--- config.mk ---
export PLATFORM = sky130hd
export DESIGN_NAME = blr_step_div
export DESIGN_NICKNAME = d
export VERILOG_FILES = /design/src/sv/blr_pkg.sv /design/src/sv/blr_step_div.sv
export SDC_FILE = /design/constraint.sdc
export NUM_CORES = 1
export LEC_CHECK = 0
export BUFFER_PORTS_ARGS = -buffer_cell sky130_fd_sc_hd__buf_4
export CAP_MARGIN = 20
export CORE_ASPECT_RATIO = 1.2
export CORE_UTILIZATION = 50
export DETAILED_ROUTE_END_ITERATION = 10
export PLACE_DENSITY = 0.79
export SYNTH_ARGS = -nofsm -noshare
export SYNTH_HDL_FRONTEND = slang
export SYNTH_SLANG_ARGS = --single-unit
--- constraint.sdc ---
create_clock -name clk_i -period 5 [get_ports clk_i]
set_input_delay 0.5 -clock clk_i [delete_from_list [all_inputs] [get_ports clk_i]]
set_output_delay 0.5 -clock clk_i [all_outputs]
set_load 0.03 [all_outputs]
--- src/sv/blr_pkg.sv ---
// Shared constants and types of the letterbox bilinear scaler.
package blr_pkg;

  localparam int SRC_W      = 128;
  localparam int SRC_H      = 128;
  localparam int DST_MAX    = 256;
  localparam int NCH        = 3;
  localparam int XW         = $clog2(SRC_W);
  localparam int YW         = $clog2(SRC_H);
  localparam int BANK_DEPTH = (SRC_W / 2) * (SRC_H / 2);
  localparam int BANK_AW    = (XW - 1) + (YW - 1);
  localparam int STEP_W     = 24;
  localparam int FRAC_W     = 16;
  localparam int PIX_W      = 8 * NCH;

  typedef enum logic [2:0] {
    REG_SRC_W  = 3'd0,
    REG_SRC_H  = 3'd1,
    REG_SCL_W  = 3'd2,
    REG_SCL_H  = 3'd3,
    REG_CNV_W  = 3'd4,
    REG_CNV_H  = 3'd5,
    REG_BG     = 3'd6,
    REG_NONE   = 3'd7
  } reg_idx_e;

endpackage

--- src/sv/blr_step_div.sv ---
// Restoring divider that forms one Q8.16 scale step, one quotient bit a cycle.
module blr_step_div
  import blr_pkg::*;
(
  input  logic              clk_i,
  input  logic              rst_ni,
  input  logic              start_i,
  input  logic [7:0]        src_i,
  input  logic [8:0]        scaled_i,
  output logic              busy_o,
  output logic [STEP_W-1:0] step_o
);

  logic              busy_q, busy_d;
  logic [4:0]        cnt_q, cnt_d;
  logic [8:0]        rem_q, rem_d;
  logic [STEP_W-1:0] quot_q, quot_d;
  logic [STEP_W-1:0] step_q, step_d;
  logic [STEP_W-1:0] dividend;
  logic [9:0]        trial;
  logic              qbit;

  assign dividend = {src_i, 16'd0};

  always_comb begin
    busy_d = busy_q;
    cnt_d  = cnt_q;
    rem_d  = rem_q;
    quot_d = quot_q;
    step_d = step_q;
    trial  = {rem_q, dividend[5'(STEP_W - 1) - cnt_q]};
    qbit   = (trial >= {1'b0, scaled_i});
    if (start_i) begin
      busy_d = 1'b1;
      cnt_d  = '0;
      rem_d  = '0;
      quot_d = '0;
    end else if (busy_q) begin
      rem_d  = qbit ? 9'(trial - {1'b0, scaled_i}) : 9'(trial);
      quot_d = {quot_q[STEP_W-2:0], qbit};
      cnt_d  = cnt_q + 5'd1;
      if (cnt_q == 5'(STEP_W - 1)) begin
        busy_d = 1'b0;
        step_d = (scaled_i == 9'd0) ? '0 : quot_d;
      end
    end
  end

  always_ff @(posedge clk_i or negedge rst_ni) begin
    if (!rst_ni) begin
      busy_q <= 1'b1;
      cnt_q  <= '0;
      rem_q  <= '0;
      quot_q <= '0;
      step_q <= '0;
    end else begin
      busy_q <= busy_d;
      cnt_q  <= cnt_d;
      rem_q  <= rem_d;
      quot_q <= quot_d;
      step_q <= step_d;
    end
  end

  assign busy_o = busy_q;
  assign step_o = step_q;

endmodule

# After elaboration in Yosys (flattened, before gate mapping)
# Cells that the tools add are included.
classes:
  bitwise: 1
  reduce_logical: 3
  n_mux: 13
  add_sub_neg: 3
  n_lt_le_gt_ge: 2
  n_eq_ne: 1
op_table:
  columns: ["cell", "count"]
  rows:
  - ["$mux 23", 2]
  - ["$mux 9", 3]
  - ["$mux 24", 1]
  - ["$ge 10x9->1", 1]
  - ["$mux 5", 2]
  - ["$logic_not 9->1", 1]
  - ["$sub 9x9->9", 1]
  - ["$lt 5x6->1 const B", 1]
  - ["$add 5x1->5 const B", 1]
  - ["$bmux 1 s5", 1]
  - ["$eq 5x5->1 const B", 1]
  - ["$sub 5x5->5 const A", 1]
  - ["$mux 1", 4]
  - ["$reduce_and 3->1", 1]
  - ["$reduce_bool 2->1", 1]
  - ["$not 1->1", 1]
totals:
  reg_bits: 62
  in_bits: 20
  elab_cells: 28
  out_inout_bits: 25

# Logic depth before layout (Yosys ltp)
# Gate-level depths: netlist of run 1.
logic_depth:
  word_depth: 7
  mapped_depth: 10
  depth_no_buf: 10

# Worst setup path after synthesis of run 1
# No wires, ideal clock.
synth_path:
  path_kind: "reg2reg"
  start: "register cnt_q[0]"
  end: "register rem_q[8]"
  arrival_time_ns: 2.855
  setup_slack_ns: 2.049
  path_buffers: 0
  required_time_ns: 4.904
  path_stages_with_launch: 11
  path_cell_list: "dfrtp_1 mux4_2 mux2_2 nand3_1 ha_1 fa_1 nand2b_2 a211oi_4 o2111ai_4 a211o_1 a311oi_2"
synth_between:
  elab_chain_len: 7
  word_cells_on_any_way: 8
  classes_between: "2 x add/sub; 1 x order compare; 5 x mux"
synth_lines:
  columns: ["item", "line", "source"]
  rows:
  - ["start, declared", "blr_step_div.sv:15", "logic [4:0] cnt_q, cnt_d;"]
  - ["start signal, assigned", "blr_step_div.sv:58", "cnt_q <= cnt_d;"]
  - ["$sub 5x5->5 *", "blr_step_div.sv:31", "trial = {rem_q, dividend[5'(STEP_W - 1) - cnt_q]};"]
  - ["$bmux 1 s5 *", "blr_step_div.sv:31", null]
  - ["$mux 1 (implied by the code) *", "blr_step_div.sv:31", null]
  - ["$sub 9x9->9 or $ge 10x9->1 (tied branches)", "blr_step_div.sv:39, blr_step_div.sv:32", null]
  - ["$mux 9 *", "blr_step_div.sv:39", "rem_d = qbit ? 9'(trial - {1'b0, scaled_i}) : 9'(trial);"]
  - ["$mux 9 *", "blr_step_div.sv:38", "end else if (busy_q) begin"]
  - ["$mux 9 *", "blr_step_div.sv:33", "if (start_i) begin"]
  - ["end signal, assigned", "blr_step_div.sv:59", "rem_q <= rem_d;"]
  - ["end, declared", "blr_step_div.sv:16", "logic [8:0] rem_q, rem_d;"]
# Every way passes the cells marked *; elsewhere a longest branch is shown, timed or not. The select of a mux whose other input is x is not followed.
# A chain may end at the register's enable or synchronous reset.

# Worst setup path after layout of run 1
# Ends and elaborated chain as after synthesis.

==> impl_metrics.py, run 1 <==
metrics = {
    "synthesis": {
        "synth_cells": 284,
        "avgSynthCellArea_um2": 11.05,
        "yosys_warnings": 0,
        "synth_edf_count": 0,
        "synth_cell_type_count": 51,
        "async_flop_share_pct": 100.0,
        "synth_area_mm2": 0.003139,
        "ys_seq_elements": 62,
        "yosysSeqAreaShare_pct": 49.46,
        "synth_nets": 317,
        "ys.flop_type": "dfrtp_1",
    },
    "run_status": {
        "run_status": "finished clean",
    },
    "sta": {
        "fin_ws_ns": 1.809,
        "hold_violations": 0,
        "setup_violations": 0,
        "rsz0062_at_grt": "no",
        "period_share_pct": 63.82,
        "maxSlewHeadroom_pct": 48.73,
        "finClkSkew_ns": 0.009517,
        "setup-tns-final_ns": 0,
        "clock.fmax_mhz": 313.4,
        "hold_ws_ns": 0.2322,
        "drv_slew": 0,
        "fin_crit_ns": 3.191,
        "tightest_slew_ns": 0.7690,
    },
    "grt": {
        "grt_pass1_vias": 2440,
        "grtUsageMet1_pct": 29.99,
        "grt_util_met2_pct": 35.79,
        "grt-busiest-layer": "met2",
        "antenna_found_initial": 0,
        "grt_util_met3_pct": 5.923,
        "grt_usage_pct": 23.04,
        "grt_pass1_wl_um": 11410,
        "grt_max_degree": 63,
        "grt-ovfl-total": 0,
    },
    "worst_setup_path": {
        "reg2reg_slack_ns": 1.81,
        "arrival_ns": 3.44,
        "critPathMaxFanout": 10,
        "crit_end": "rem_q[8]$_DFFE_PN0P_",
        "critPathLaunchType": "flip-flop",
        "timing_worst_setup_path_type": "flip-flop to flip-flop",
        "timing.rr.end": "rem_q[8]$_DFFE_PN0P_",
        "cp_data_required_time_ns": 5.25,
        "crit_start": "cnt_q[0]$_DFFE_PN0P_",
        "end_kind": "flip-flop",
        "reg2reg_from": "cnt_q[0]$_DFFE_PN0P_",
        "r2r_cells": 10,
    },
    "pwr": {
        "design_power_total_mw": 1.585,
        "combPwrFrac_pct": 29.5,
        "p_leak_nw": 2.030,
        "p_int_mw": 1.079,
        "switchingPower_mw": 0.5056,
        "powerDensity_mw_per_mm2": 419.9,
        "peakVddDrop_mv": 0.2976,
        "clkPwrFrac_pct": 33.8,
        "swShare_pct": 31.90,
        "pwr-share-seq_pct": 36.7,
    },
    "route": {
        "vias": 2407,
        "drtIter0Drc": 167,
        "routedWlPerCell_um": 16.28,
        "viasPerCell": 5.842,
        "drc_errors": 0,
        "first_pass_iters": 4,
        "postRouteWirelength_um": 6707,
        "ant_nets": 0,
    },
    "placed_design": {
        "place_inst": 396,
        "finalWeightedCongestion": 0.8933,
        "io_buffers": 44,
        "dp_slack_ns": 1.805,
        "placed_area_mm2": 0.003527,
        "dp_hpwl_um": 4424,
    },
    "min_path": {
        "min_path_type": "input port to asynchronous set/reset pin",
    },
    "layout": {
        "finalNetCount": 358,
        "final_util_pct": 62.37,
        "syn_to_final_growth_pct": 20.21,
        "drive_gt1_share_pct": 22.12,
        "n_antenna_cell": 0,
        "fin_area_mm2": 0.003774,
        "instances_no_fill": 412,
    },
    "cts": {
        "clk_path_buf_depth": 2,
        "cts_tree": "built",
        "htree_levels": 3,
        "numCtsBuffers": 9,
        "postCtsHoldBufs": 0,
        "cts.sinks": 62,
        "clk_latency_ns": 0.33,
        "cts-root-buf": "clkbuf_8",
        "postCtsSetupBuffers": 0,
        "clk_pin_slew_ns": 0.07,
        "post_cts_resized": 0,
    },
    "floorplanning": {
        "coreArea_mm2": 0.006051,
        "start_util_pct": 51.88,
        "rows": 31,
        "dieArea_mm2": 0.006601,
        "num_io_pins": 45,
        "fp.dieH_um": 88.80,
        "die_w_um": 74.34,
    },
    "flow_run": {
        "maxCapViolations": 0,
    },
}
critical path: stages, from the launching register on:
cell and delay, ns:
dfrtp_1 0.46, mux4_2 0.36, mux2_2 0.14, nand3_1 0.11
ha_1 0.22, fa_1 0.40, nand2b_2 0.22, a211oi_4 0.34
o2111ai_4 0.26, a211o_1 0.37, a311oi_2 0.23
power groups by stage:
stage	clock [mW]	combinational, mW	sequential, mW
final	0.535	0.467	0.582
after detailed placement	0	0.462	0.590
after global routing	0.569	0.526	0.587
after floorplan	0	0.366	0.579
after global placement	0	0.452	0.589
after CTS	0.545	0.465	0.581
cell usage in the layout (no fill, tap or decap), drive strengths merged, types with 2 or more instances in the layout:
cell type   n
dfrtp      61
buf        47
nor2       42
mux2i      26
a22o       23
inv        12
ha         12
nand3      11
clkbuf     10
a21oi       9
o21ai       8
a311oi      7
nand2       5
a21o        4
xnor2       4
a211o       3
nand4b      3
nand4       3
bufinv      3
nand2b      3
clkinv      3
a211oi      3
mux4        2
nor3        2
xor2        2
nand3b      2
a31oi       2
layout make-up:
| type | count | area, µm² |
|---|---|---|
| fill | 512 | 2277 |
| sequential | 62 | 1553 |
| multi-input combinational | 193 | 1474 |
| timing repair buffer | 47 | 352.8 |
| clock buffer | 10 | 137.6 |
| clock inverter | 6 | 108.9 |
| tap | 82 | 102.6 |
| inverter | 12 | 45.04 |
how the worst min path moves through the flow:
stage / start / to / slack [ns]
finish: rst_ni / step_o[4]$_DFFE_PN0P_ / 0.23
global route: rst_ni / step_o[4]$_DFFE_PN0P_ / 0.29
CTS: rst_ni / step_o[4]$_DFFE_PN0P_ / 0.26
detailed placement: step_o[17]$_DFFE_PN0P_ / step_o[17]$_DFFE_PN0P_ / 0.49
global placement: quot_q[22]$_DFFE_PN0P_ / step_o[23]$_DFFE_PN0P_ / 0.48
floorplan: rst_ni / cnt_q[0]$_DFFE_PN0P_ / 0.20
cell families (layout without fill, tap and decap cells):
group | Yosys count | count (layout) | share of synthesized area (%)
muxes | 29 | 29 | 10.08
buffers and inverters | 29 | 75 | 3.786
DFF | 62 | 62 | 49.46
xor gates and xnor gates | 6 | 6 | 1.674
adders and majority gates | 13 | 13 | 5.420
AOI/OAI and AO/OA | 69 | 69 | 18.17
and+or+nand+nor | 76 | 76 | 11.40
sequential cells by signal, summed over array words and instances (netlist names):
register  flops
step_o       24
cnt_q         5
busy_o        1
quot_q       23
rem_q         9
synthesized netlist by cell type (3+ instances only):
cell type	instances	area share (%)
a211o_1	3	0.84
a21o_1	4	0.96
a21oi_1	9	1.4
a22o_1	23	6.4
a311oi_1	6	1.7
buf_2	4	0.64
clkbuf_1	9	1.1
dfrtp_1	61	49
ha_1	12	4.8
inv_1	12	1.4
mux2i_1	26	8.3
nand2_1	5	0.60
nand3_1	11	1.8
nand4_1	3	0.60
nand4b_1	3	0.84
nor2_1	42	5.0
o21ai_0	6	0.96
xnor2_1	4	1.1
per-layer routing:
layer	part of all wire, %	routed length, µm	up-vias
met5	0	0	-
met3	5.6	375	16
met1	43	2875	1191
met4	2.5	165	0
li1	-	-	1130
met2	49	3290	70
Power figures use the tool's default switching activity.
==> run 2, diff against run 1 <==
--- a/config.mk
+++ b/config.mk
@@ -10,7 +10,7 @@
 export CORE_ASPECT_RATIO = 1.2
 export CORE_UTILIZATION = 50
 export DETAILED_ROUTE_END_ITERATION = 10
-export PLACE_DENSITY = 0.79
+export PLACE_DENSITY = 0.82
 export SYNTH_ARGS = -nofsm -noshare
 export SYNTH_HDL_FRONTEND = slang
 export SYNTH_SLANG_ARGS = --single-unit
==> constraint.sdc (replaced) <==
create_clock -name clk_i -period 2.9 [get_ports clk_i]
set_input_delay 0.29 -clock clk_i [delete_from_list [all_inputs] [get_ports clk_i]]
set_output_delay 0.29 -clock clk_i [all_outputs]
set_load 0.03 [all_outputs]
==> run 2 against run 1 <==
Net effect:
- wire length increased by 8.5%
- combinational power increased by 94%
- highest routed layer unchanged
- clock skew is 0.0023 ns higher
- sequential share of layout area shrank 0.90 points
==> impl_metrics.py, run 2 (same netlist as run 1, synthesis figures left out) <==
metrics = {
    "grt": {
        "grt_usage_pct": 23.67,
        "grt_pass1_vias": 2472,
        "grt_pass1_wl_um": 11550,
        "grt_max_degree": 63,
        "grt-ovfl-total": 0,
        "antenna_found_initial": 0,
    },
    "sta": {
        "rsz0062_at_grt": "yes",
        "fin_ws_ns": 0.01458,
        "tightest_slew_ns": 0.7639,
        "period_share_pct": 99.50,
        "setup-tns-final_ns": 0,
        "clock.fmax_mhz": 346.6,
        "finClkSkew_ns": 0.01182,
        "drv_slew": 0,
        "hold_violations": 0,
        "fin_crit_ns": 2.885,
        "hold_ws_ns": 0.03629,
        "setup_violations": 0,
        "maxSlewHeadroom_pct": 49.07,
    },
    "worst_setup_path": {
        "critPathLaunchType": "flip-flop",
        "timing.rr.end": "rem_q[8]$_DFFE_PN0P_",
        "r2r_cells": 11,
        "reg2reg_slack_ns": 0.01,
        "cp_top_family": "compound AO/OA/AOI/OAI gates",
        "end_kind": "flip-flop",
        "arrival_ns": 3.13,
        "path_buf_inv": 1,
        "critical_path.cell_chain": "mux4_2 > mux2_4 > nand3_4 > ha_4 > fa_2 > nand2b_4 > a211oi_4 > buf_4 > o311a_1 > a211o_1 > a311oi_2",
        "critPathSlowestCell": "mux4_2",
        "reg2reg_from": "cnt_q[0]$_DFFE_PN0P_",
        "critPathMaxFanout": 4,
        "crit_end": "rem_q[8]$_DFFE_PN0P_",
        "cp_data_required_time_ns": 3.15,
        "timing_worst_setup_path_type": "flip-flop to flip-flop",
        "cp.depth": 11,
        "crit_start": "cnt_q[0]$_DFFE_PN0P_",
        "crit_path_max_incr_delay_ns": 0.50,
    },
    "pwr": {
        "design_power_total_mw": 2.639,
        "p_leak_nw": 2.069,
        "peakVddDrop_mv": 0.4882,
        "powerDensity_mw_per_mm2": 683.6,
    },
    "placed_design": {
        "placed_area_mm2": 0.003577,
        "io_buffers": 44,
        "dp_hpwl_um": 4749,
        "dp_slack_ns": -0.1753,
        "finalWeightedCongestion": 0.8792,
        "place_inst": 402,
    },
    "layout": {
        "finalNetCount": 370,
        "n_antenna_cell": 0,
        "largest_register_ffs": 24,
        "mostFrequentLayoutCell": "dfrtp_1",
        "drive_gt1_share_pct": 26.69,
        "instances_no_fill": 423,
        "syn_to_final_growth_pct": 23.00,
        "mostFrequentLayoutCells": "dfrtp_1 (60), buf_4 (57), nor2_1 (41)",
        "fin_area_mm2": 0.003861,
        "final_util_pct": 63.81,
    },
    "cts": {
        "postCtsHoldBufs": 0,
        "numCtsBuffers": 9,
        "cts.sinks": 62,
        "clk_path_buf_depth": 2,
        "cts-root-buf": "clkbuf_8",
        "clk_latency_ns": 0.33,
        "htree_levels": 3,
        "clk_pin_slew_ns": 0.07,
        "cts_tree": "built",
    },
    "floorplanning": {
        "dieArea_mm2": 0.006601,
        "die_w_um": 74.34,
        "rows": 31,
        "fp.dieH_um": 88.80,
        "coreArea_mm2": 0.006051,
        "start_util_pct": 51.88,
        "num_io_pins": 45,
    },
    "route": {
        "drc_errors": 0,
        "vias": 2473,
        "postRouteWirelength_um": 7274,
        "ant_nets": 0,
        "drtIter0Drc": 188,
        "first_pass_iters": 4,
        "viasPerCell": 5.846,
        "routedWlPerCell_um": 17.20,
    },
    "min_path": {
        "min_path_type": "input port to asynchronous set/reset pin",
    },
    "flow_run": {
        "maxCapViolations": 0,
    },
    "run_status": {
        "run_status": "finished clean",
    },
}
-- run 2: worst min path at each step --
stage / startpoint / to / slack, ns / cells after the start
3_5_place_dp: rst_ni / step_o[7]$_DFFE_PN0P_ / 0.42 / 1
2_1_floorplan: rst_ni / cnt_q[0]$_DFFE_PN0P_ / -0.006 / 0
5_1_grt: rst_ni / step_o[3]$_DFFE_PN0P_ / 0.10 / 1
4_1_cts: rst_ni / step_o[4]$_DFFE_PN0P_ / 0.06 / 1
6_report: rst_ni / step_o[7]$_DFFE_PN0P_ / 0.04 / 1
3_3_place_gp: rst_ni / step_o[3]$_DFFE_PN0P_ / 0.41 / 1
-- run 2: what timing repair did --
item | 4_1_cts | 5_1_grt
pin swaps | 5 | 7
gates cloned | 0 | 1
setup endpoints to repair | 11 | 10
gates resized for setup | 5 | 8
buffers inserted | 0 | 5
-- run 2: final cells by class --
cell class,count,area (µm²)
Fill cell,488,2190
Sequential cell,62,1554
Timing Repair Buffer,59,444.2
Inverter,12,45.04
Multi-Input combinational cell,193,1526
Clock buffer,11,141.4
Clock inverter,4,47.55
Tap cell,82,102.6
-- run 2: routing by layer --
| metal | part of all wire [%] | wire (µm) | global-route usage (%) | up-vias |
|---|---|---|---|---|
| met2 | 51 | 3714 | 40.00 | 86 |
| met5 | 0 | 0 | 0 | - |
| li1 | - | - | - | 1152 |
| met3 | 5.1 | 374 | 6.150 | 19 |
| met1 | 41 | 2993 | 28.71 | 1216 |
| met4 | 2.6 | 192 | 9.777 | 0 |
-- run 2: worst register-to-register path: stages (launching register included) --
cell and delay [ns]:
dfrtp_2 0.40, mux4_2 0.50, mux2_4 0.29, nand3_4 0.10, ha_4 0.15, fa_2 0.20
nand2b_4 0.14, a211oi_4 0.08, buf_4 0.16, o311a_1 0.32, a211o_1 0.25, a311oi_2 0.23
-- run 2: report_power, final --
group	switching (mW)	internal, mW	leakage, nW
Sequential	0.0665	0.936	0.856
Combinational	0.522	0.383	1.12
Clock	0.319	0.413	0.0952
Total	0.908	1.73	2.07
